## src/hw/rtl/rsa_pkg.sv

```systemverilog
// Shared constants, codes and controller/datapath command and status types.
package rsa_pkg;

    localparam int STACK_DEPTH = 8;
    localparam int DATA_W      = 16;
    localparam int DEPTH_W     = 4;
    localparam int IDX_W       = (STACK_DEPTH > 1) ? $clog2(STACK_DEPTH) : 1;
    localparam int SP_RAW_W    = $clog2(STACK_DEPTH + 1);
    localparam int SP_W        = (SP_RAW_W > DEPTH_W) ? SP_RAW_W : DEPTH_W;
    localparam int CNT_W       = $clog2(DATA_W);

    // operation field
    localparam logic [1:0] OPN_PUSH  = 2'd0;
    localparam logic [1:0] OPN_POP   = 2'd1;
    localparam logic [1:0] OPN_APPLY = 2'd2;

    // operator_code field
    localparam logic [4:0] OPR_NOT  = 5'd0;
    localparam logic [4:0] OPR_ABS  = 5'd1;
    localparam logic [4:0] OPR_DIV  = 5'd2;
    localparam logic [4:0] OPR_MUL  = 5'd3;
    localparam logic [4:0] OPR_ADD  = 5'd4;
    localparam logic [4:0] OPR_SUB  = 5'd5;
    localparam logic [4:0] OPR_MOD  = 5'd6;
    localparam logic [4:0] OPR_AND  = 5'd7;
    localparam logic [4:0] OPR_OR   = 5'd8;
    localparam logic [4:0] OPR_XOR  = 5'd9;
    localparam logic [4:0] OPR_EQ   = 5'd10;
    localparam logic [4:0] OPR_NE   = 5'd11;
    localparam logic [4:0] OPR_LT   = 5'd12;
    localparam logic [4:0] OPR_LTE  = 5'd13;
    localparam logic [4:0] OPR_GT   = 5'd14;
    localparam logic [4:0] OPR_GTE  = 5'd15;
    localparam logic [4:0] OPR_LAND = 5'd16;
    localparam logic [4:0] OPR_LOR  = 5'd17;
    localparam logic [4:0] OPR_MIN  = 5'd18;
    localparam logic [4:0] OPR_MAX  = 5'd19;

    typedef enum logic [2:0] {
        KIND_PUSH,
        KIND_POP,
        KIND_UNARY,
        KIND_BINARY,
        KIND_DIVIDE,
        KIND_NOP
    } kind_t;

    typedef struct packed {
        logic latch;     // capture the input item
        logic push;      // push the latched value
        logic pop;       // pop into the result, fetch the entry below
        logic take_b;    // first operand from the top, fetch the entry below
        logic take_a;    // second operand from the fetched entry, load divider
        logic div_step;  // one quotient bit
        logic load_top;  // refresh the cached top after a pop
        logic exec;      // write the operator result back
        logic out_load;  // load the output register
    } cmd_t;

    typedef struct packed {
        kind_t           kind;
        logic            div_last;
        logic [SP_W-1:0] sp;
    } sts_t;

endpackage

```

## src/hw/rtl/rsa_if.sv

```systemverilog
// Valid/ready channels for input items and result items.
interface rsa_in_if;
    logic                             valid;
    logic                             ready;
    logic [1:0]                       operation;
    logic signed [rsa_pkg::DATA_W-1:0] push_value;
    logic [4:0]                       operator_code;

    modport source (output valid, output operation, output push_value,
                    output operator_code, input ready);
    modport sink   (input valid, input operation, input push_value,
                    input operator_code, output ready);
endinterface

interface rsa_out_if;
    logic                               valid;
    logic                               ready;
    logic signed [rsa_pkg::DATA_W-1:0]  result_value;
    logic [rsa_pkg::DEPTH_W-1:0]        stack_depth;

    modport source (output valid, output result_value, output stack_depth,
                    input ready);
    modport sink   (input valid, input result_value, input stack_depth,
                    output ready);
endinterface

```

## src/hw/rtl/rsa_ctrl.sv

```systemverilog
// Sequencing state machine for the stack ALU.
module rsa_ctrl (
    input  logic              clk,
    input  logic              rst_n,
    input  logic              in_valid,
    output logic              in_ready,
    output logic              out_valid,
    input  logic              out_ready,
    input  rsa_pkg::sts_t     sts,
    output rsa_pkg::cmd_t     cmd
);

    typedef enum logic [6:0] {
        ST_IDLE      = 7'b0000001,
        ST_DECODE    = 7'b0000010,
        ST_FETCH_A   = 7'b0000100,
        ST_FETCH_TOP = 7'b0001000,
        ST_DIV       = 7'b0010000,
        ST_EXEC      = 7'b0100000,
        ST_DONE      = 7'b1000000
    } state_t;

    state_t state_reg, state_next;
    logic   out_valid_reg, out_valid_next;

    always_comb
    begin
        state_next     = state_reg;
        out_valid_next = out_valid_reg;
        cmd            = '0;
        if (out_valid_reg && out_ready)
        begin
            out_valid_next = 1'b0;
        end
        case (state_reg)
            ST_IDLE:
            begin
                if (in_valid)
                begin
                    cmd.latch  = 1'b1;
                    state_next = ST_DECODE;
                end
            end
            ST_DECODE:
            begin
                case (sts.kind)
                    rsa_pkg::KIND_PUSH:
                    begin
                        cmd.push   = 1'b1;
                        state_next = ST_DONE;
                    end
                    rsa_pkg::KIND_POP:
                    begin
                        cmd.pop    = 1'b1;
                        state_next = ST_FETCH_TOP;
                    end
                    rsa_pkg::KIND_UNARY:
                    begin
                        cmd.take_b = 1'b1;
                        state_next = ST_EXEC;
                    end
                    rsa_pkg::KIND_BINARY, rsa_pkg::KIND_DIVIDE:
                    begin
                        cmd.take_b = 1'b1;
                        state_next = ST_FETCH_A;
                    end
                    default:
                    begin
                        state_next = ST_DONE;
                    end
                endcase
            end
            ST_FETCH_A:
            begin
                cmd.take_a = 1'b1;
                state_next = (sts.kind == rsa_pkg::KIND_DIVIDE) ? ST_DIV : ST_EXEC;
            end
            ST_DIV:
            begin
                cmd.div_step = 1'b1;
                if (sts.div_last)
                begin
                    state_next = ST_EXEC;
                end
            end
            ST_EXEC:
            begin
                cmd.exec   = 1'b1;
                state_next = ST_DONE;
            end
            ST_FETCH_TOP:
            begin
                cmd.load_top = 1'b1;
                state_next   = ST_DONE;
            end
            ST_DONE:
            begin
                if (!out_valid_reg || out_ready)
                begin
                    cmd.out_load   = 1'b1;
                    out_valid_next = 1'b1;
                    state_next     = ST_IDLE;
                end
            end
            default:
            begin
                state_next = ST_IDLE;
            end
        endcase
    end

    always_ff @(posedge clk or negedge rst_n)
    begin
        if (!rst_n)
        begin
            state_reg     <= ST_IDLE;
            out_valid_reg <= 1'b0;
        end
        else
        begin
            state_reg     <= state_next;
            out_valid_reg <= out_valid_next;
        end
    end

    assign in_ready  = (state_reg == ST_IDLE);
    assign out_valid = out_valid_reg;

endmodule

```

## src/hw/rtl/rsa_dpath.sv

```systemverilog
// Stack memory, cached top, operand registers, ALU and serial divider.
module rsa_dpath (
    input  logic                                clk,
    input  logic                                rst_n,
    input  logic [1:0]                          operation,
    input  logic signed [rsa_pkg::DATA_W-1:0]   push_value,
    input  logic [4:0]                          operator_code,
    input  rsa_pkg::cmd_t                       cmd,
    output rsa_pkg::sts_t                       sts,
    output logic signed [rsa_pkg::DATA_W-1:0]   result_value,
    output logic [rsa_pkg::DEPTH_W-1:0]         stack_depth
);

    localparam int DW = rsa_pkg::DATA_W;
    localparam int SW = rsa_pkg::SP_W;
    localparam int IW = rsa_pkg::IDX_W;
    localparam int CW = rsa_pkg::CNT_W;

    logic [DW-1:0] mem [rsa_pkg::STACK_DEPTH];
    logic [DW-1:0] rd_data_reg;

    logic [1:0]    opn_reg;
    logic [DW-1:0] val_reg;
    logic [4:0]    code_reg;
    logic [SW-1:0] sp_reg, sp_next;
    logic [DW-1:0] top_reg, pop_val_reg, a_reg, b_reg;
    logic [DW-1:0] out_val_reg;
    logic [rsa_pkg::DEPTH_W-1:0] out_depth_reg;

    logic [DW-1:0] dvd_reg, rem_reg, dvs_reg;
    logic [CW-1:0] cnt_reg;

    logic          sp_zero, sp_ge2, sp_full, is_unary;
    logic [SW-1:0] sp_m1, sp_m2, base;
    logic [DW-1:0] top_or_zero, a_next, alu_res;
    logic [DW-1:0] q_mag, q_signed, r_signed;
    logic [DW:0]   partial, diff;
    logic [2*DW-1:0] prod;
    logic          mem_we;
    logic [IW-1:0] mem_wa;
    logic [DW-1:0] mem_wd;
    logic          rd_en;
    logic [IW-1:0] rd_addr;

    function automatic logic [DW-1:0] mag(input logic [DW-1:0] x);
        mag = x[DW-1] ? DW'(-x) : x;
    endfunction

    function automatic logic [DW-1:0] flag(input logic c);
        flag = {{(DW-1){1'b0}}, c};
    endfunction

    // item classification
    always_comb
    begin
        sts.kind = rsa_pkg::KIND_NOP;
        case (opn_reg)
            rsa_pkg::OPN_PUSH:  sts.kind = rsa_pkg::KIND_PUSH;
            rsa_pkg::OPN_POP:   sts.kind = rsa_pkg::KIND_POP;
            rsa_pkg::OPN_APPLY:
            begin
                if (code_reg inside {rsa_pkg::OPR_NOT, rsa_pkg::OPR_ABS})
                    sts.kind = rsa_pkg::KIND_UNARY;
                else if (code_reg inside {rsa_pkg::OPR_DIV, rsa_pkg::OPR_MOD})
                    sts.kind = rsa_pkg::KIND_DIVIDE;
                else if (code_reg inside {[rsa_pkg::OPR_MUL : rsa_pkg::OPR_MAX]})
                    sts.kind = rsa_pkg::KIND_BINARY;
                else
                    sts.kind = rsa_pkg::KIND_NOP;
            end
            default:            sts.kind = rsa_pkg::KIND_NOP;
        endcase
    end

    assign sts.div_last = (cnt_reg == CW'(DW - 1));
    assign sts.sp       = sp_reg;

    assign sp_zero     = (sp_reg == '0);
    assign sp_ge2      = (sp_reg >= SW'(2));
    assign sp_full     = (sp_reg >= SW'(rsa_pkg::STACK_DEPTH));
    assign sp_m1       = sp_reg - SW'(1);
    assign sp_m2       = sp_reg - SW'(2);
    assign top_or_zero = sp_zero ? '0 : top_reg;
    assign a_next      = sp_ge2 ? rd_data_reg : '0;
    assign is_unary    = (code_reg == rsa_pkg::OPR_NOT) || (code_reg == rsa_pkg::OPR_ABS);
    // empty slots on a short stack count as zero operands
    assign base        = is_unary ? (sp_zero ? '0 : sp_m1) : (sp_ge2 ? sp_m2 : '0);

    // divider result fix-up
    assign q_mag    = dvd_reg;
    assign q_signed = (a_reg[DW-1] ^ b_reg[DW-1]) ? DW'(-q_mag) : q_mag;
    assign r_signed = a_reg[DW-1] ? DW'(-rem_reg) : rem_reg;
    assign partial  = {rem_reg, dvd_reg[DW-1]};
    assign diff     = partial - {1'b0, dvs_reg};

    assign prod = {{DW{a_reg[DW-1]}}, a_reg} * {{DW{b_reg[DW-1]}}, b_reg};

    always_comb
    begin
        case (code_reg)
            rsa_pkg::OPR_NOT:  alu_res = ~a_reg;
            rsa_pkg::OPR_ABS:  alu_res = mag(a_reg);
            rsa_pkg::OPR_DIV:  alu_res = (b_reg == '0) ? '0 : q_signed;
            rsa_pkg::OPR_MUL:  alu_res = prod[DW-1:0];
            rsa_pkg::OPR_ADD:  alu_res = a_reg + b_reg;
            rsa_pkg::OPR_SUB:  alu_res = a_reg - b_reg;
            rsa_pkg::OPR_MOD:  alu_res = (b_reg == '0) ? '0 : r_signed;
            rsa_pkg::OPR_AND:  alu_res = a_reg & b_reg;
            rsa_pkg::OPR_OR:   alu_res = a_reg | b_reg;
            rsa_pkg::OPR_XOR:  alu_res = a_reg ^ b_reg;
            rsa_pkg::OPR_EQ:   alu_res = flag(a_reg == b_reg);
            rsa_pkg::OPR_NE:   alu_res = flag(a_reg != b_reg);
            rsa_pkg::OPR_LT:   alu_res = flag($signed(a_reg) <  $signed(b_reg));
            rsa_pkg::OPR_LTE:  alu_res = flag($signed(a_reg) <= $signed(b_reg));
            rsa_pkg::OPR_GT:   alu_res = flag($signed(a_reg) >  $signed(b_reg));
            rsa_pkg::OPR_GTE:  alu_res = flag($signed(a_reg) >= $signed(b_reg));
            rsa_pkg::OPR_LAND: alu_res = flag((a_reg != '0) && (b_reg != '0));
            rsa_pkg::OPR_LOR:  alu_res = flag((a_reg != '0) || (b_reg != '0));
            rsa_pkg::OPR_MIN:  alu_res = ($signed(a_reg) < $signed(b_reg)) ? a_reg : b_reg;
            rsa_pkg::OPR_MAX:  alu_res = ($signed(a_reg) > $signed(b_reg)) ? a_reg : b_reg;
            default:           alu_res = a_reg;
        endcase
    end

    // memory port control
    always_comb
    begin
        mem_we  = 1'b0;
        mem_wa  = sp_reg[IW-1:0];
        mem_wd  = val_reg;
        if (cmd.push && !sp_full)
        begin
            mem_we = 1'b1;
        end
        else if (cmd.exec)
        begin
            mem_we = 1'b1;
            mem_wa = base[IW-1:0];
            mem_wd = alu_res;
        end
        rd_en   = cmd.pop || cmd.take_b;
        rd_addr = sp_m2[IW-1:0];
    end

    always_comb
    begin
        sp_next = sp_reg;
        if (cmd.push && !sp_full)
            sp_next = sp_reg + SW'(1);
        else if (cmd.pop && !sp_zero)
            sp_next = sp_m1;
        else if (cmd.exec)
            sp_next = base + SW'(1);
    end

    always_ff @(posedge clk)
    begin
        if (mem_we)
            mem[mem_wa] <= mem_wd;
        if (rd_en)
            rd_data_reg <= mem[rd_addr];
    end

    always_ff @(posedge clk or negedge rst_n)
    begin
        if (!rst_n)
            sp_reg <= '0;
        else
            sp_reg <= sp_next;
    end

    always_ff @(posedge clk)
    begin
        if (cmd.latch)
        begin
            opn_reg  <= operation;
            val_reg  <= push_value;
            code_reg <= operator_code;
        end
        if (cmd.push && !sp_full)
            top_reg <= val_reg;
        if (cmd.pop)
            pop_val_reg <= top_or_zero;
        if (cmd.load_top && !sp_zero)
            top_reg <= rd_data_reg;
        if (cmd.exec)
            top_reg <= alu_res;
        if (cmd.take_b)
        begin
            b_reg <= top_or_zero;
            a_reg <= top_or_zero;
        end
        if (cmd.take_a)
        begin
            a_reg   <= a_next;
            dvd_reg <= mag(a_next);
            dvs_reg <= mag(b_reg);
            rem_reg <= '0;
            cnt_reg <= '0;
        end
        if (cmd.div_step)
        begin
            cnt_reg <= cnt_reg + CW'(1);
            if (!diff[DW])
            begin
                rem_reg <= diff[DW-1:0];
                dvd_reg <= {dvd_reg[DW-2:0], 1'b1};
            end
            else
            begin
                rem_reg <= partial[DW-1:0];
                dvd_reg <= {dvd_reg[DW-2:0], 1'b0};
            end
        end
        if (cmd.out_load)
        begin
            out_val_reg   <= (opn_reg == rsa_pkg::OPN_POP) ? pop_val_reg : top_or_zero;
            out_depth_reg <= sp_reg[rsa_pkg::DEPTH_W-1:0];
        end
    end

    assign result_value = out_val_reg;
    assign stack_depth  = out_depth_reg;

endmodule

```

## src/hw/rtl/rpn_stack_alu.sv

```systemverilog
// Top level: reverse-Polish 16-bit stack ALU, controller plus datapath.
// The serial divider produces one quotient bit per cycle. Flow: one item in flight; the
// next item is taken once the result sits in the output register, so a stalled result
// does not hold up the following item's input.
// Reset: rst_n asynchronous, clears the stack pointer and all handshake state; stack
// memory contents are left as they are and are never used before being written.
module rpn_stack_alu (
    input  logic       clk,
    input  logic       rst_n,
    rsa_in_if.sink     in_ch,
    rsa_out_if.source  out_ch
);

    rsa_pkg::cmd_t cmd;
    rsa_pkg::sts_t sts;

    // Controller: walks each item through decode, operand fetch, divide, write-back
    // and output hand-off.
    rsa_ctrl u_ctrl (
        .clk       (clk),
        .rst_n     (rst_n),
        .in_valid  (in_ch.valid),
        .in_ready  (in_ch.ready),
        .out_valid (out_ch.valid),
        .out_ready (out_ch.ready),
        .sts       (sts),
        .cmd       (cmd)
    );

    // Datapath: stack memory with a cached top, operand registers, ALU, divider
    // and the output register.
    rsa_dpath u_dpath (
        .clk           (clk),
        .rst_n         (rst_n),
        .operation     (in_ch.operation),
        .push_value    (in_ch.push_value),
        .operator_code (in_ch.operator_code),
        .cmd           (cmd),
        .sts           (sts),
        .result_value  (out_ch.result_value),
        .stack_depth   (out_ch.stack_depth)
    );

    // The stack pointer never runs past the stack size.
    a_sp_bound: assert property (@(posedge clk) disable iff (!rst_n)
        sts.sp <= rsa_pkg::SP_W'(rsa_pkg::STACK_DEPTH))
        else $error("stack pointer beyond stack size");

    // Only one item is in flight: an accepted item drops ready.
    a_one_item: assert property (@(posedge clk) disable iff (!rst_n)
        (in_ch.valid && in_ch.ready) |=> !in_ch.ready)
        else $error("item accepted while another is in flight");

    // Stack-changing commands are mutually exclusive.
    a_cmd_excl: assert property (@(posedge clk) disable iff (!rst_n)
        $onehot0({cmd.push, cmd.pop, cmd.take_b, cmd.take_a, cmd.load_top, cmd.exec}))
        else $error("conflicting datapath commands");

    // A result is never loaded over one that has not been taken.
    a_no_overwrite: assert property (@(posedge clk) disable iff (!rst_n)
        cmd.out_load |-> (!out_ch.valid || out_ch.ready))
        else $error("output register overwritten");

endmodule

```

## src/flat_wrapper.sv

```systemverilog
// flat-port wrapper written by rule: the top's interface ports become plain ports
module rpn_stack_alu_flat 
  (clk, rst_n, in_ch_valid, in_ch_operation, in_ch_push_value, in_ch_operator_code, in_ch_ready, out_ch_valid, out_ch_result_value, out_ch_stack_depth, out_ch_ready);
  rsa_in_if in_ch_i ();
  rsa_out_if out_ch_i ();
  input  logic clk;
  input  logic rst_n;
  input wire logic [$bits(in_ch_i.valid)-1:0] in_ch_valid;
  input wire logic [$bits(in_ch_i.operation)-1:0] in_ch_operation;
  input wire logic [$bits(in_ch_i.push_value)-1:0] in_ch_push_value;
  input wire logic [$bits(in_ch_i.operator_code)-1:0] in_ch_operator_code;
  output wire logic [$bits(in_ch_i.ready)-1:0] in_ch_ready;
  output wire logic [$bits(out_ch_i.valid)-1:0] out_ch_valid;
  output wire logic [$bits(out_ch_i.result_value)-1:0] out_ch_result_value;
  output wire logic [$bits(out_ch_i.stack_depth)-1:0] out_ch_stack_depth;
  input wire logic [$bits(out_ch_i.ready)-1:0] out_ch_ready;
  assign in_ch_i.valid = in_ch_valid;
  assign in_ch_i.operation = in_ch_operation;
  assign in_ch_i.push_value = in_ch_push_value;
  assign in_ch_i.operator_code = in_ch_operator_code;
  assign in_ch_ready = in_ch_i.ready;
  assign out_ch_valid = out_ch_i.valid;
  assign out_ch_result_value = out_ch_i.result_value;
  assign out_ch_stack_depth = out_ch_i.stack_depth;
  assign out_ch_i.ready = out_ch_ready;
  rpn_stack_alu u_core (.clk(clk), .rst_n(rst_n), .in_ch(in_ch_i), .out_ch(out_ch_i));
endmodule
```

## config.mk

```make
export PLATFORM = sky130hd
export DESIGN_NAME = rpn_stack_alu_flat
export DESIGN_NICKNAME = d
export VERILOG_FILES = /design/src/hw/rtl/rsa_pkg.sv /design/src/hw/rtl/rsa_if.sv /design/src/hw/rtl/rsa_ctrl.sv /design/src/hw/rtl/rsa_dpath.sv /design/src/hw/rtl/rpn_stack_alu.sv /design/src/flat_wrapper.sv
export SDC_FILE = /design/constraint.sdc
export NUM_CORES = 1
export LEC_CHECK = 0
export BUFFER_PORTS_ARGS = -buffer_cell sky130_fd_sc_hd__buf_2
export CAP_MARGIN = 20
export CORE_AREA = 8 8 177 346
export CTS_CLUSTER_DIAMETER = 80
export DETAILED_ROUTE_END_ITERATION = 12
export DIE_AREA = 0 0 185 354
export PLACE_DENSITY_LB_ADDON = 0.2
export SETUP_SLACK_MARGIN = 0.4
export SLEW_MARGIN = 20
export SYNTH_ARGS = -nofsm -noshare
export SYNTH_HDL_FRONTEND = slang
export SYNTH_SLANG_ARGS = --single-unit
```

## constraint.sdc

```tcl
create_clock -name clk -period 16.1 [get_ports clk]
set_input_delay 1.61 -clock clk [delete_from_list [all_inputs] [get_ports clk]]
set_output_delay 1.61 -clock clk [all_outputs]
set_load 0.05 [all_outputs]
```

Word level (Yosys, flattened, before mapping)
Memory sizes are Yosys's and may differ from the RTL's. A register that Yosys moved wholly into a read port is not among the register bits.
Cells that the tools add are included.
{"block": "totals", "reg_bits": 171, "ram_bits": 128, "in_bits": 27, "mem_bits_ro": 0, "memories": 1, "latch_bits": 0}
{"name": "u_core.u_dpath.mem", "depth": 8, "word_bits": 16, "read_ports": 1, "rd_ports_with_merged_regs": 1, "wr": 1, "line_no": "rsa_dpath.sv:19", "rtl": "logic [DW-1:0] mem [rsa_pkg::STACK_DEPTH];"}
{"block": "op_classes", "multipliers": 1, "bitwise": 5, "reduce_logical": 30, "n_addsub": 13, "div": 0, "n_shift": 0, "muxes": 65, "n_eq_ne": 38, "magnitude_cmp": 8}
{"cell": "16-bit two-way mux", "n": 23}
{"cell": "16-bit case mux with 20 select lines", "n": 1}
{"cell": "16-bit negator", "n": 5}
{"cell": "7-bit case mux with 6 select lines", "n": 1}
{"cell": "5-bit by 4-bit == test with 1-bit output, second input constant", "n": 8}
{"cell": "4-bit two-way mux", "n": 8}
{"cell": "16-bit nonzero test", "n": 2}
{"cell": "7-bit two-way mux", "n": 3}
{"cell": "7-bit case mux with 3 select lines", "n": 1}
{"cell": "5-bit by 3-bit == test with 1-bit output, second input constant", "n": 4}
{"cell": "5-bit == test, second input constant", "n": 4}
{"cell": "1-bit two-way mux", "n": 19}
{"cell": "3-bit two-way mux", "n": 6}
{"cell": "17-bit by 16-bit subtractor with 17-bit output", "n": 1}
{"cell": "16-bit adder", "n": 1}
{"cell": "16-bit bitwise AND", "n": 1}
{"cell": "16-bit == test", "n": 1}
{"cell": "16-bit greater-or-equal comparator", "n": 1}
{"cell": "16-bit > comparator", "n": 1}
{"cell": "16-bit less-or-equal comparator", "n": 1}
{"cell": "16-bit zero test", "n": 1}
{"cell": "16-bit < comparator", "n": 1}
{"cell": "16-bit by 16-bit multiplier with 16-bit output", "n": 1}
{"cell": "16-bit != test", "n": 1}
{"cell": "44 further kinds", "n": 64}

Depth between registers and ports, before layout
Gate-level depths: netlist of the first run.
{"block": "logic_depth", "word_depth": 14, "ltp_mapped": 25, "depth_no_buf": 23}

Hierarchy
A second synthesis of the first run with hierarchy kept.
{"block": "hier_totals", "hier_cells": 2196, "hier_area_um2": 22754.3}
{"module": "rsa_dpath", "seq_area_each_um2": 9198.8, "cells_each": 2126, "instances": 1, "area_each_um2": 22122.5}
{"module": "rsa_ctrl", "seq_area_each_um2": 201.4, "cells_each": 70, "instances": 1, "area_each_um2": 631.9}

Worst setup path after synthesis of the first run
OpenSTA, ideal clock, no wires.
{"block": "synth_path", "kind": "register to register", "startpoint": "register u_core.u_dpath.b_reg[4]", "endpoint": "memory u_core.u_dpath.mem[0][13] (netlist bit), data pin", "t_arrival_ns": 5.662, "slack_ns": 10.150, "stages_incl_launch_ff": 21, "synth_period_minus_slack_ns": 5.950, "cell_sequence": "edfxtp_1 -> clkbuf_1 -> clkinv_1 -> nor2_1 -> fa_1 -> inv_1 -> fa_1 -> fa_1 -> fa_1 -> inv_1 -> fa_1 -> inv_1 -> fa_1 -> inv_1 -> ha_1 -> o211ai_1 -> o31a_1 -> xnor2_1 -> a211o_1 -> a2111oi_2 -> nor2_1"}
{"block": "synth_between", "elab_chain_len": 5, "word_cells_on_any_way": 13}
{"item": "start, declared", "line_no": "rsa_dpath.sv:26", "rtl": "logic [DW-1:0] top_reg, pop_val_reg, a_reg, b_reg;"}
{"item": "start signal, assigned", "line_no": "rsa_dpath.sv:190", "rtl": "b_reg <= top_or_zero;"}
{"item": "branches (longest 2 deep; another with 16-bit by 16-bit multiplier with 16-bit output)"}
{"item": "16-bit case mux with 20 select lines (*)", "line_no": "rsa_dpath.sv:100", "rtl": "case (code_reg)"}
{"item": "16-bit two-way mux (*)", "line_no": "rsa_dpath.sv:135", "rtl": "else if (cmd.exec)"}
{"item": "16-bit two-way mux (*)", "line_no": "rsa_dpath.sv:131", "rtl": "if (cmd.push && !sp_full)"}
{"item": "via u_core.u_dpath.mem_wd[13]", "line_no": "rsa_dpath.sv:41", "rtl": "logic [DW-1:0] mem_wd;"}
{"item": "end, declared", "line_no": "rsa_dpath.sv:19"}
Mark *: on every way through the listed nets, which the timed path passes.

Worst setup path in the final report of the first run
{"block": "layout_path", "startpoint": "register u_core.u_dpath.a_reg[6]", "endpoint": "memory u_core.u_dpath.mem[1][14] (netlist bit), data pin"}
{"block": "layout_between", "elab_chain_len": 5, "word_cells_on_any_way": 12}
{"item": "start, declared", "line_no": "rsa_dpath.sv:26"}
{"item": "start signal, assigned", "line_no": "rsa_dpath.sv:191", "rtl": "a_reg <= top_or_zero;"}
{"item": "start signal, assigned", "line_no": "rsa_dpath.sv:195", "rtl": "a_reg <= a_next;"}
{"item": "branches (longest 2 deep; another with 16-bit by 16-bit multiplier with 16-bit output)"}
{"item": "16-bit case mux with 20 select lines (*)", "line_no": "rsa_dpath.sv:100"}
{"item": "16-bit two-way mux (*)", "line_no": "rsa_dpath.sv:135"}
{"item": "16-bit two-way mux (*)", "line_no": "rsa_dpath.sv:131"}
{"item": "via u_core.u_dpath.mem_wd[14]", "line_no": "rsa_dpath.sv:41"}
Marks and branches as above.

==> metrics.yaml, run 1 <==
outcome: "finished clean"
syn_inst: 2126
ant_nets: 0
numCtsBuffers: 31
async_reset_ff_share_pct: 3.810
regMostFlops: "u_core.u_dpath.mem"
die_w_um: 185
ys.warnings.count: 0
cp.depth: 20
whs_path_depth: 2
cts_tree: "built"
cpMaxStageDelayCell: "edfxtp_1"
syn_nets: 2373
grt.total_usage_pct: 22.93
wl_um: 75010
p_seq_share_pct: 33.9
cpLargestDelayFamily: "adder cells"
crit_path_cell_trace: "clkinv_1 > nor2_1 > fa_1 > inv_1 > fa_1 > fa_1 > fa_1 > inv_1 > fa_1 > inv_1 > fa_1 > inv_1 > ha_1 > o211ai_1 > o21ai_0 > a31oi_1 > xor2_1 > o22ai_1 > nor4_1 > nor2_1"
p_leak_nw: 9.346
slew_viol_final: 0
htree_levels: 1
p_switching_mw: 1.251
final_common_cell: "edfxtp_1"
synth_seq_cells: 315
synth_area_um2: 22420
nNetsFinal: 2390
critPathArrivalTime_ns: 7.37
drive_gt1_share_pct: 11.13
final_cell_mix: "edfxtp_1 (303), nand2_1 (211), inv_1 (204)"
period_minus_slack_ns: 7.078
post-route-period-util_pct: 43.96
tightest_slew_ns: 1.125
p_clk_share_pct: 23.8
cts_resized: 0
hold_viol_final: 0
grt_util_met3_pct: 2.988
layout.cells.non_filler: 2922
ys_seq_area_share_pct: 41.92
largest_reg_flops: 128
synth_cell_type_count: 94
clock_skew_ns: 0.03166
post_drt_wl_per_cell_um: 25.67
min_path_type: "reg2reg"
setup_violations: 0
gp_congestion: 1.002
setup_tns_ns: 0
coreArea_um2: 56780
fmax_mhz: 141.3
r2r-start: "u_core.u_dpath.a_reg[6]"
vias: 17142
slew_headroom_pct: 24.44
postSynthAreaPerCell_um2: 10.55
rows: 124
diodes: 0
pwr_density_cell_nw_per_um2: 129.1
grt.met2_usage_pct: 36.31
synthFlopType: "edfxtp_1"
intPower_mw: 1.919
hold_slack_ns: 0.5290
critPathLaunchType: "flop"
grt_pass1_wl_um: 112100
setup_slack_ns: 9.022
cp_num_buf_inv: 5
clock-root-buffer: "clkbuf_16"
grt_overflow_total: 0
ioPinCount: 49
post-place-ws_ns: 9.003
crit_path_start: "u_core.u_dpath.a_reg[6]"
synth_top_area_share_pct: 40.58
path_class: "reg2reg"
cp.required_ns: 16.40
combPwrFrac_pct: 42.3
antenna_found_initial: 0
io_buffers: 48
synth-edff-count: 303
drc_errors: 0
ys_top_cells_by_area: "edfxtp_1 (41%), ha_1 (7.7%), fa_1 (7.3%), xnor2_1 (3.9%), nand2_1 (3.5%)"
rr_worst_depth: 20
path_max_fanout: 13
yosys.area.top_type: "edfxtp_1"
area_growth_pct: 9.447
cts_max_path_buffers: 3
cap_violations: 0
die_h_um: 354
initial_utilization_pct: 39.49
routed_via_density: 5.867
clkSlewWorstSetupHoldPaths_ns: 0.07
use_met1_pct: 30.31
cts_setup_buffers: 0
cp_slowest_stage_delay_ns: 0.68
grt_max_degree: 44
hpwl_um: 54260
die_area_um2: 65490
initialDrtViolationCount: 1619
drtPass1Iterations: 5
clock_sinks: 315
first_global_vias: 16768
rsz0062_at_grt: "false"
clock_latency_ns: 0.62
busiest_layer: "met2"
crit_path_frequent_cell: "fa_1"
swShare_pct: 39.46
hp-start: "u_core.u_dpath.pop_val_reg[14]"
cp-end-kind: "flop"
worst_ir_drop_vdd_uv: 95.69
placed_cells: 2866
hold_buffers: 0
[worst reg2reg max path, stage by stage (launching register included)]
cell and delay (ns):
edfxtp_1 0.68, clkinv_1 0.39, nor2_1 0.24, fa_1 0.46, inv_1 0.09, fa_1 0.44, fa_1 0.50, fa_1 0.54
inv_1 0.05, fa_1 0.47, inv_1 0.05, fa_1 0.47, inv_1 0.04, ha_1 0.32, o211ai_1 0.12, o21ai_0 0.58
a31oi_1 0.20, xor2_1 0.29, o22ai_1 0.11, nor4_1 0.47, nor2_1 0.25
[per-layer routing]
| layer | vias up | part of all wire, % |
|---|---|---|
| met5 | - | 0 |
| li1 | 7631 | - |
| met1 | 8608 | 41 |
| met2 | 714 | 46 |
| met4 | 0 | 6.0 |
| met3 | 189 | 6.6 |
[power groups by stage]
stage	sequential, mW	combinational, mW	clock (mW)
final	1.07	1.34	0.755
after global placement	1.09	1.33	0
after floorplan	1.07	0.901	0
after CTS	1.07	1.34	0.771
after global routing	1.08	1.45	0.799
after detailed placement	1.09	1.33	0
[per-stage QoR]
step | power (mW) | utilization (%) | area (µm²)
final | 3.169 | 43.22 | 24540
after global routing | 3.330 | 43.22 | 24540
after CTS | 3.180 | 43.22 | 24540
after detailed placement | 2.417 | 41.43 | 23530
after global placement | 2.413 | 41.43 | 23530
after floorplan | 1.973 | - | 22420
[cell families after synthesis]
group                      share of synthesized area [%]
muxes                                              6.880
and+or+nand+nor                                    12.08
xor gates and xnor gates                           5.390
AOI/OAI and AO/OA                                  12.92
buffers and inverters                              5.747
adders and majority gates                          15.07
DFF                                                41.92
[area by class of cell]
class	count	area (µm²)
clock buffer	38	802.0
clock inverter	18	212.7
fill	5519	32240
inverter	214	803.3
multi-input combinational	1487	11790
sequential	315	9402
tap	756	945.9
timing repair buffer	94	585.6
[cell usage after synthesis, drive strengths merged, types with 5 or more instances]
cell	n
o21bai	13
a211o	5
mux2i	54
a21o	15
mux4	32
mux2	25
dfrtp	11
a221oi	8
ha	138
o22ai	22
o21ai	123
or3	24
a21oi	68
and2	18
nor2	173
nand2	212
nand2b	21
o41ai	6
a31oi	16
edfxtp	303
buf	27
clkbuf	82
o2111ai	7
o31ai	29
inv	205
xnor2	100
or4	7
xor2	38
nor4	15
fa	82
o211ai	14
nand3	35
a22oi	11
a2111oi	11
o21a	10
a211oi	15
o221ai	17
clkinv	9
nand4	8
nor3	32
nor2b	17
[final timing paths]
kind	slack, ns	to
max	9.02	u_core.u_dpath.mem[1][14]
min	0.53	u_core.u_dpath.result_value[14]
max reg2reg	9.02	u_core.u_dpath.mem[1][14]
min reg2reg	0.53	u_core.u_dpath.result_value[14]
max in group asynchronous	14.92	u_core.u_ctrl.state_reg[0]
min in group asynchronous	0.88	u_core.u_ctrl.state_reg[3]
Power figures use the tool's default switching activity.
==> run 2, diff against run 1 <==
--- a/config.mk
+++ b/config.mk
@@ -5,12 +5,13 @@
 export SDC_FILE = /design/constraint.sdc
 export NUM_CORES = 1
 export LEC_CHECK = 0
+export ABC_AREA = 1
 export BUFFER_PORTS_ARGS = -buffer_cell sky130_fd_sc_hd__buf_2
 export CAP_MARGIN = 20
-export CORE_AREA = 8 8 177 346
+export CORE_AREA = 8 8 181 355
 export CTS_CLUSTER_DIAMETER = 80
 export DETAILED_ROUTE_END_ITERATION = 12
-export DIE_AREA = 0 0 185 354
+export DIE_AREA = 0 0 189 363
 export PLACE_DENSITY_LB_ADDON = 0.2
 export SETUP_SLACK_MARGIN = 0.4
 export SLEW_MARGIN = 20
==> constraint.sdc (replaced) <==
create_clock -name clk -period 6.45 [get_ports clk]
set_input_delay 0.645 -clock clk [delete_from_list [all_inputs] [get_ports clk]]
set_output_delay 0.645 -clock clk [all_outputs]
set_load 0.05 [all_outputs]
==> run 2 against run 1 <==
Effect of this change:
- synthesized cell count is 36% higher
- register-to-register slack worse by 8.5 ns
- utilization is 0.76 points higher
- clock power is 150% higher
- die area is 4.8% higher
- first-iteration DRC count is 11% higher
- sequential share of layout area is 2.4 points lower
- sequential power grew to 2.6 times the previous value
- clock skew is 0.014 ns lower
==> metrics.yaml, run 2 <==
pwr_density_cell_nw_per_um2: 383.7
path_class: "reg2reg"
drive_gt1_share_pct: 9.973
ys_top_cells_by_area: "edfxtp_1 (39%), nand2_1 (9.9%), ha_1 (7.3%), inv_1 (7.2%), fa_1 (7.0%)"
ys.warnings.count: 0
slew_headroom_pct: 27.80
synth_area_um2: 23560
rsz0062_at_grt: "true"
drc_errors: 0
tightest_slew_ns: 1.079
cts_max_path_buffers: 3
first_global_vias: 19450
setup_violations: 0
critPathArrivalTime_ns: 6.21
swShare_pct: 45.69
p_switching_mw: 4.595
die_area_um2: 68610
coreArea_um2: 59590
cap_violations: 0
initialDrtViolationCount: 1798
p_seq_share_pct: 28.0
fillers: 5953
synth_cell_type_count: 58
nNetsFinal: 3202
syn_nets: 3144
grt_max_degree: 70
yosys.area.top_type: "edfxtp_1"
final_area_um2: 26210
synthFlopType: "edfxtp_1"
postSynthAreaPerCell_um2: 8.132
fin_util_pct: 43.98
io_buffers: 48
syn_inst: 2897
synth_common_cells: "nand2_1 (624), inv_1 (451), nor2_1 (321), edfxtp_1 (303), o21ai_0 (220)"
routed_via_density: 5.388
grt_pass1_wl_um: 119400
ant_nets: 0
cp.required_ns: 6.78
grt.total_usage_pct: 22.59
cts_tree: "built"
slew_viol_final: 0
period_minus_slack_ns: 5.884
drtPass1Iterations: 7
post-place-ws_ns: 0.1556
combPwrFrac_pct: 53.4
synth.most_common_cell: "nand2_1"
clock_skew_ns: 0.01735
antenna_found_initial: 0
initial_utilization_pct: 39.53
setup_slack_ns: 0.5663
clock_sinks: 315
cp-end-kind: "flop"
die_h_um: 363
post-route-period-util_pct: 91.22
htree_levels: 1
post_drt_wl_per_cell_um: 20.99
die_w_um: 189
area_growth_pct: 11.25
diodes: 0
clock_latency_ns: 0.59
setup_tns_ns: 0
wl_um: 78750
clock-root-buffer: "clkbuf_16"
largest_reg_flops: 128
p_leak_nw: 11.85
gp_congestion: 0.9906
regMostFlops: "u_core.u_dpath.mem"
synth-edff-count: 303
place_area_um2: 24760
synth_top_area_share_pct: 38.62
intPower_mw: 5.462
fmax_mhz: 170.0
vias: 20215
async_reset_ff_share_pct: 3.810
hpwl_um: 59880
p_clk_share_pct: 18.6
rows: 127
final_cell_mix: "nand2_1 (615), inv_1 (446), nor2_1 (318)"
path_max_fanout: 17
power.total_mw: 10.06
numCtsBuffers: 31
hold_viol_final: 0
final_common_cell: "nand2_1"
min_path_type: "in2reg"
ys_seq_area_share_pct: 39.90
critPathLaunchType: "flop"
clkSlewWorstSetupHoldPaths_ns: 0.07
grt_overflow_total: 0
synth_seq_cells: 315
worst_ir_drop_vdd_uv: 346.5
ioPinCount: 49
outcome: "finished clean"
-- run 2: path summary, 6_finish.rpt --
check	startpoint	endpoint	slack, ns	cells past startpoint
max	u_core.u_dpath.a_reg[6]	u_core.u_dpath.mem[1][11]	0.57	27
min	in_ch_operator_code[0]	u_core.u_dpath.code_reg[0]	0.23	1
max reg2reg	u_core.u_dpath.a_reg[6]	u_core.u_dpath.mem[1][11]	0.57	27
min reg2reg	u_core.u_dpath.pop_val_reg[3]	u_core.u_dpath.result_value[3]	0.53	2
max in group asynchronous	rst_n	u_core.u_ctrl.state_reg[0]	5.67	2
min in group asynchronous	rst_n	u_core.u_ctrl.state_reg[3]	0.48	2
-- run 2: cell families (layout without fill, tap and decap cells) --
| group | after synthesis | count (layout) | share of synthesized area [%] |
|---|---|---|---|
| XOR/XNOR | 57 | 57 | 2.119 |
| AND/OR/NAND/NOR | 1226 | 1226 | 21.89 |
| buffers and inverters | 587 | 668 | 9.826 |
| flip-flops | 315 | 315 | 39.90 |
| adder cells (fa/ha/maj) | 220 | 220 | 14.30 |
| AO/OA/AOI/OAI | 492 | 492 | 11.96 |
-- run 2: worst max-delay path: stages, from the launching register on --
cell      delay, ns
edfxtp_1       0.42
buf_6          0.19
nand2_1        0.07
inv_1          0.05
fa_1           0.55
inv_1          0.05
fa_1           0.46
fa_1           0.52
inv_1          0.04
ha_1           0.28
fa_1           0.48
inv_1          0.05
fa_1           0.47
inv_1          0.06
ha_4           0.28
inv_2          0.06
o21ai_2        0.16
nor2_1         0.08
nand2_2        0.09
a21oi_1        0.08
o21ai_2        0.12
buf_6          0.15
nand4_1        0.09
nor2_1         0.13
nand4_1        0.18
nand3_2        0.18
nand2_1        0.11
buf_4          0.19
-- run 2: final cells by class --
type                    instances  area, µm²  share of cell area (%)
well taps                     774      968.4                   3.695
clock inverters                21      242.7                  0.9262
multi-input cells            1995      12070                   46.05
repair buffers                144      974.7                   3.719
clock buffers                  35      790.8                   3.017
inverters                     468       1760                   6.717
flip-flops and latches        315       9402                   35.87
-- run 2: repair_timing --
item	4_1_cts	5_1_grt
resized for setup	7	47
hold buffers	1	0
pin swaps	0	6
buffers inserted	18	6
hold endpoints to repair	11	0
setup endpoints to repair	57	79
-- run 2: power groups by stage --
stage / registers, mW / clock network, mW / logic (mW)
after global routing: 2.83 / 1.98 / 5.98
after detailed placement: 2.86 / 0 / 4.80
after global placement: 2.86 / 0 / 4.78
after floorplan: 2.83 / 0 / 3.33
after CTS: 2.82 / 1.91 / 4.89
final: 2.82 / 1.87 / 5.37
-- run 2: stage by stage --
| stage | hold slack (ns) | cells |
|---|---|---|
| floorplan | 0.3494 | 2897 |
| global placement | 0.5170 | 3671 |
| detailed placement | 0.5064 | 3671 |
| CTS | 0.1933 | 3746 |
| global route | 0.2057 | 3752 |
| finish | 0.2253 | 3752 |
-- run 2: per-layer routing --
metal  global-route usage, %  up-vias  share of wire [%]
met2                   36.65      789                 47
met4                   10.77        0                5.0
met1                   29.42     9639                 42
met3                   3.127      149                6.6
met5                       0        -                  0
li1                        -     9638                  -
==> run 3, diff against run 2 <==
--- a/config.mk
+++ b/config.mk
@@ -12,7 +12,6 @@
 export CTS_CLUSTER_DIAMETER = 80
 export DETAILED_ROUTE_END_ITERATION = 12
 export DIE_AREA = 0 0 189 363
-export PLACE_DENSITY_LB_ADDON = 0.2
 export SETUP_SLACK_MARGIN = 0.4
 export SLEW_MARGIN = 20
 export SYNTH_ARGS = -nofsm -noshare
==> run 3 against run 2 <==
Effect of this change:
- first-iteration DRC count up 3.4%
- largest cell class unchanged
- register-to-register slack about the same
- critical path type unchanged
- highest routed layer unchanged
- combinational power down 7.1%
- setup slack worse by 0.0098 ns
==> metrics.yaml, run 3 (synthesis gave the netlist of run 2 again) <==
clock_latency_ns: 0.54
area_growth_pct: 11.30
post-route-period-util_pct: 91.37
intPower_mw: 5.386
cp.required_ns: 6.73
diodes: 0
cap_violations: 0
gp_congestion: 0.9782
endpoint: "u_core.u_dpath.mem[4][15]"
ant_nets: 0
drc_errors: 0
setup_slack_ns: 0.5566
wl_um: 76800
cts_max_path_buffers: 3
die_w_um: 189
cts_tree: "built"
placed_cells: 3664
whs_path_depth: 1
die_h_um: 363
largest_reg_flops: 128
p_switching_mw: 4.370
final_common_cell: "nand2_1"
path_max_fanout: 8
crit_path_start: "u_core.u_dpath.b_reg[2]"
initial_utilization_pct: 39.53
hpwl_um: 58520
grt_max_degree: 70
htree_levels: 2
clock_sinks: 315
numCtsBuffers: 34
path_class: "reg2reg"
pwr_density_cell_nw_per_um2: 372.1
place_area_um2: 24710
p_clk_share_pct: 19.9
tightest_slew_ns: 1.123
io_buffers: 48
worst_ir_drop_vdd_uv: 320.1
min_path_type: "in2reg"
critPathLaunchType: "flop"
hold_viol_final: 0
initialDrtViolationCount: 1860
regMostFlops: "u_core.u_dpath.mem"
p_seq_share_pct: 28.9
antenna_found_initial: 1
slew_viol_final: 0
cp_slowest_stage_delay_ns: 0.55
r2r-end: "u_core.u_dpath.mem[4][15]"
layout.cells.non_filler: 3757
crit_path_cell_trace: "buf_4 > nand2_1 > fa_1 > fa_1 > inv_1 > fa_1 > fa_1 > fa_1 > inv_1 > fa_1 > inv_1 > ha_1 > inv_1 > o21ai_0 > a21oi_1 > nand3_1 > nand2_1 > nand2_1 > a21oi_1 > nand2_1 > nand3_1 > nand3_2 > nand3_4 > nand2_4"
die_area_um2: 68610
outcome: "finished clean"
period_minus_slack_ns: 5.893
fillers: 5991
drtPass1Iterations: 6
cpMaxStageDelayCell: "fa_1"
crit_path_frequent_cell: "fa_1"
setup_violations: 0
final_cell_mix: "nand2_1 (616), inv_1 (450), nor2_1 (315)"
grt.total_usage_pct: 22.10
fmax_mhz: 169.7
coreArea_um2: 59590
rsz0062_at_grt: "true"
ioPinCount: 49
nNetsFinal: 3206
critPathArrivalTime_ns: 6.18
grt_overflow_total: 0
slew_headroom_pct: 24.36
post-place-ws_ns: 0.1710
r2r_setup_slack_ns: 0.56
combPwrFrac_pct: 51.2
swShare_pct: 44.80
setup_tns_ns: 0
rr_worst_depth: 24
r2r-start: "u_core.u_dpath.b_reg[2]"
rows: 127
drive_gt1_share_pct: 9.655
clkSlewWorstSetupHoldPaths_ns: 0.07
cp-end-kind: "flop"
clock_skew_ns: 0.02813
grt_pass1_wl_um: 117600
first_global_vias: 19958
vias: 20383
clock-root-buffer: "clkbuf_16"
p_leak_nw: 11.89
routed_via_density: 5.425
final_area_um2: 26220
post_drt_wl_per_cell_um: 20.44
## run 3: timing repair
action	CTS	global route
hold buffers	1	0
gates resized for setup	4	31
hold endpoints to repair	11	0
pin swaps	0	5
buffers inserted	25	7
setup endpoints to repair	67	68
## run 3: layout make-up
class	count	area (µm²)	area share (%)
Clock buffer	43	884.6	3.374
Clock inverter	17	220.2	0.8399
Inverter	468	1760	6.714
Multi-Input combinational cell	1995	11990	45.74
Sequential cell	315	9402	35.86
Tap cell	774	968.4	3.693
Timing Repair Buffer	145	991.0	3.779
## run 3: per-layer routing
layer | part of all wire [%] | global-route usage (%) | vias to the layer above
met5 | 0 | 0 | -
met4 | 5.6 | 11.24 | 0
met3 | 7.3 | 3.348 | 181
met2 | 47 | 36.54 | 868
met1 | 40 | 27.72 | 9693
li1 | - | - | 9641
## run 3: power groups by stage
stage	Combinational (mW)	Sequential (mW)	Clock, mW
after floorplan	3.33	2.83	0
after global placement	4.63	2.87	0
after detailed placement	4.70	2.87	0
after CTS	4.78	2.82	1.97
after global routing	5.59	2.83	2.03
final	4.99	2.82	1.94
## run 3: through the flow
| step | total power [mW] | utilization [%] | hold slack [ns] |
|---|---|---|---|
| global placement | 7.503 | 41.47 | 0.5133 |
| floorplan | 6.161 | - | 0.3494 |
| detailed placement | 7.565 | 41.47 | 0.5068 |
| global route | 10.45 | 44.00 | 0.2591 |
| finish | 9.756 | 44.00 | 0.2717 |
| CTS | 9.564 | 43.69 | 0.2555 |
## run 3: worst min-delay path by stage
stage / to / from / slack (ns)
6_report: u_core.u_dpath.code_reg[3] / in_ch_operator_code[3] / 0.27
5_1_grt: u_core.u_dpath.opn_reg[0] / in_ch_operation[0] / 0.26
4_1_cts: u_core.u_dpath.opn_reg[0] / in_ch_operation[0] / 0.26
3_5_place_dp: u_core.u_dpath.stack_depth[3] / u_core.u_dpath.sp_reg[3] / 0.51
3_3_place_gp: u_core.u_dpath.result_value[6] / u_core.u_dpath.pop_val_reg[6] / 0.51
2_1_floorplan: u_core.u_ctrl.out_valid / rst_n / 0.35
## run 3: worst max-delay path: cells and delay by family, from the launching register on
family	cells	cell delay, ns
adders and majority gates	7	3.31
and+or+nand+nor	9	0.87
DFF	1	0.51
buffers and inverters	5	0.47
AOI/OAI and AO/OA	3	0.46
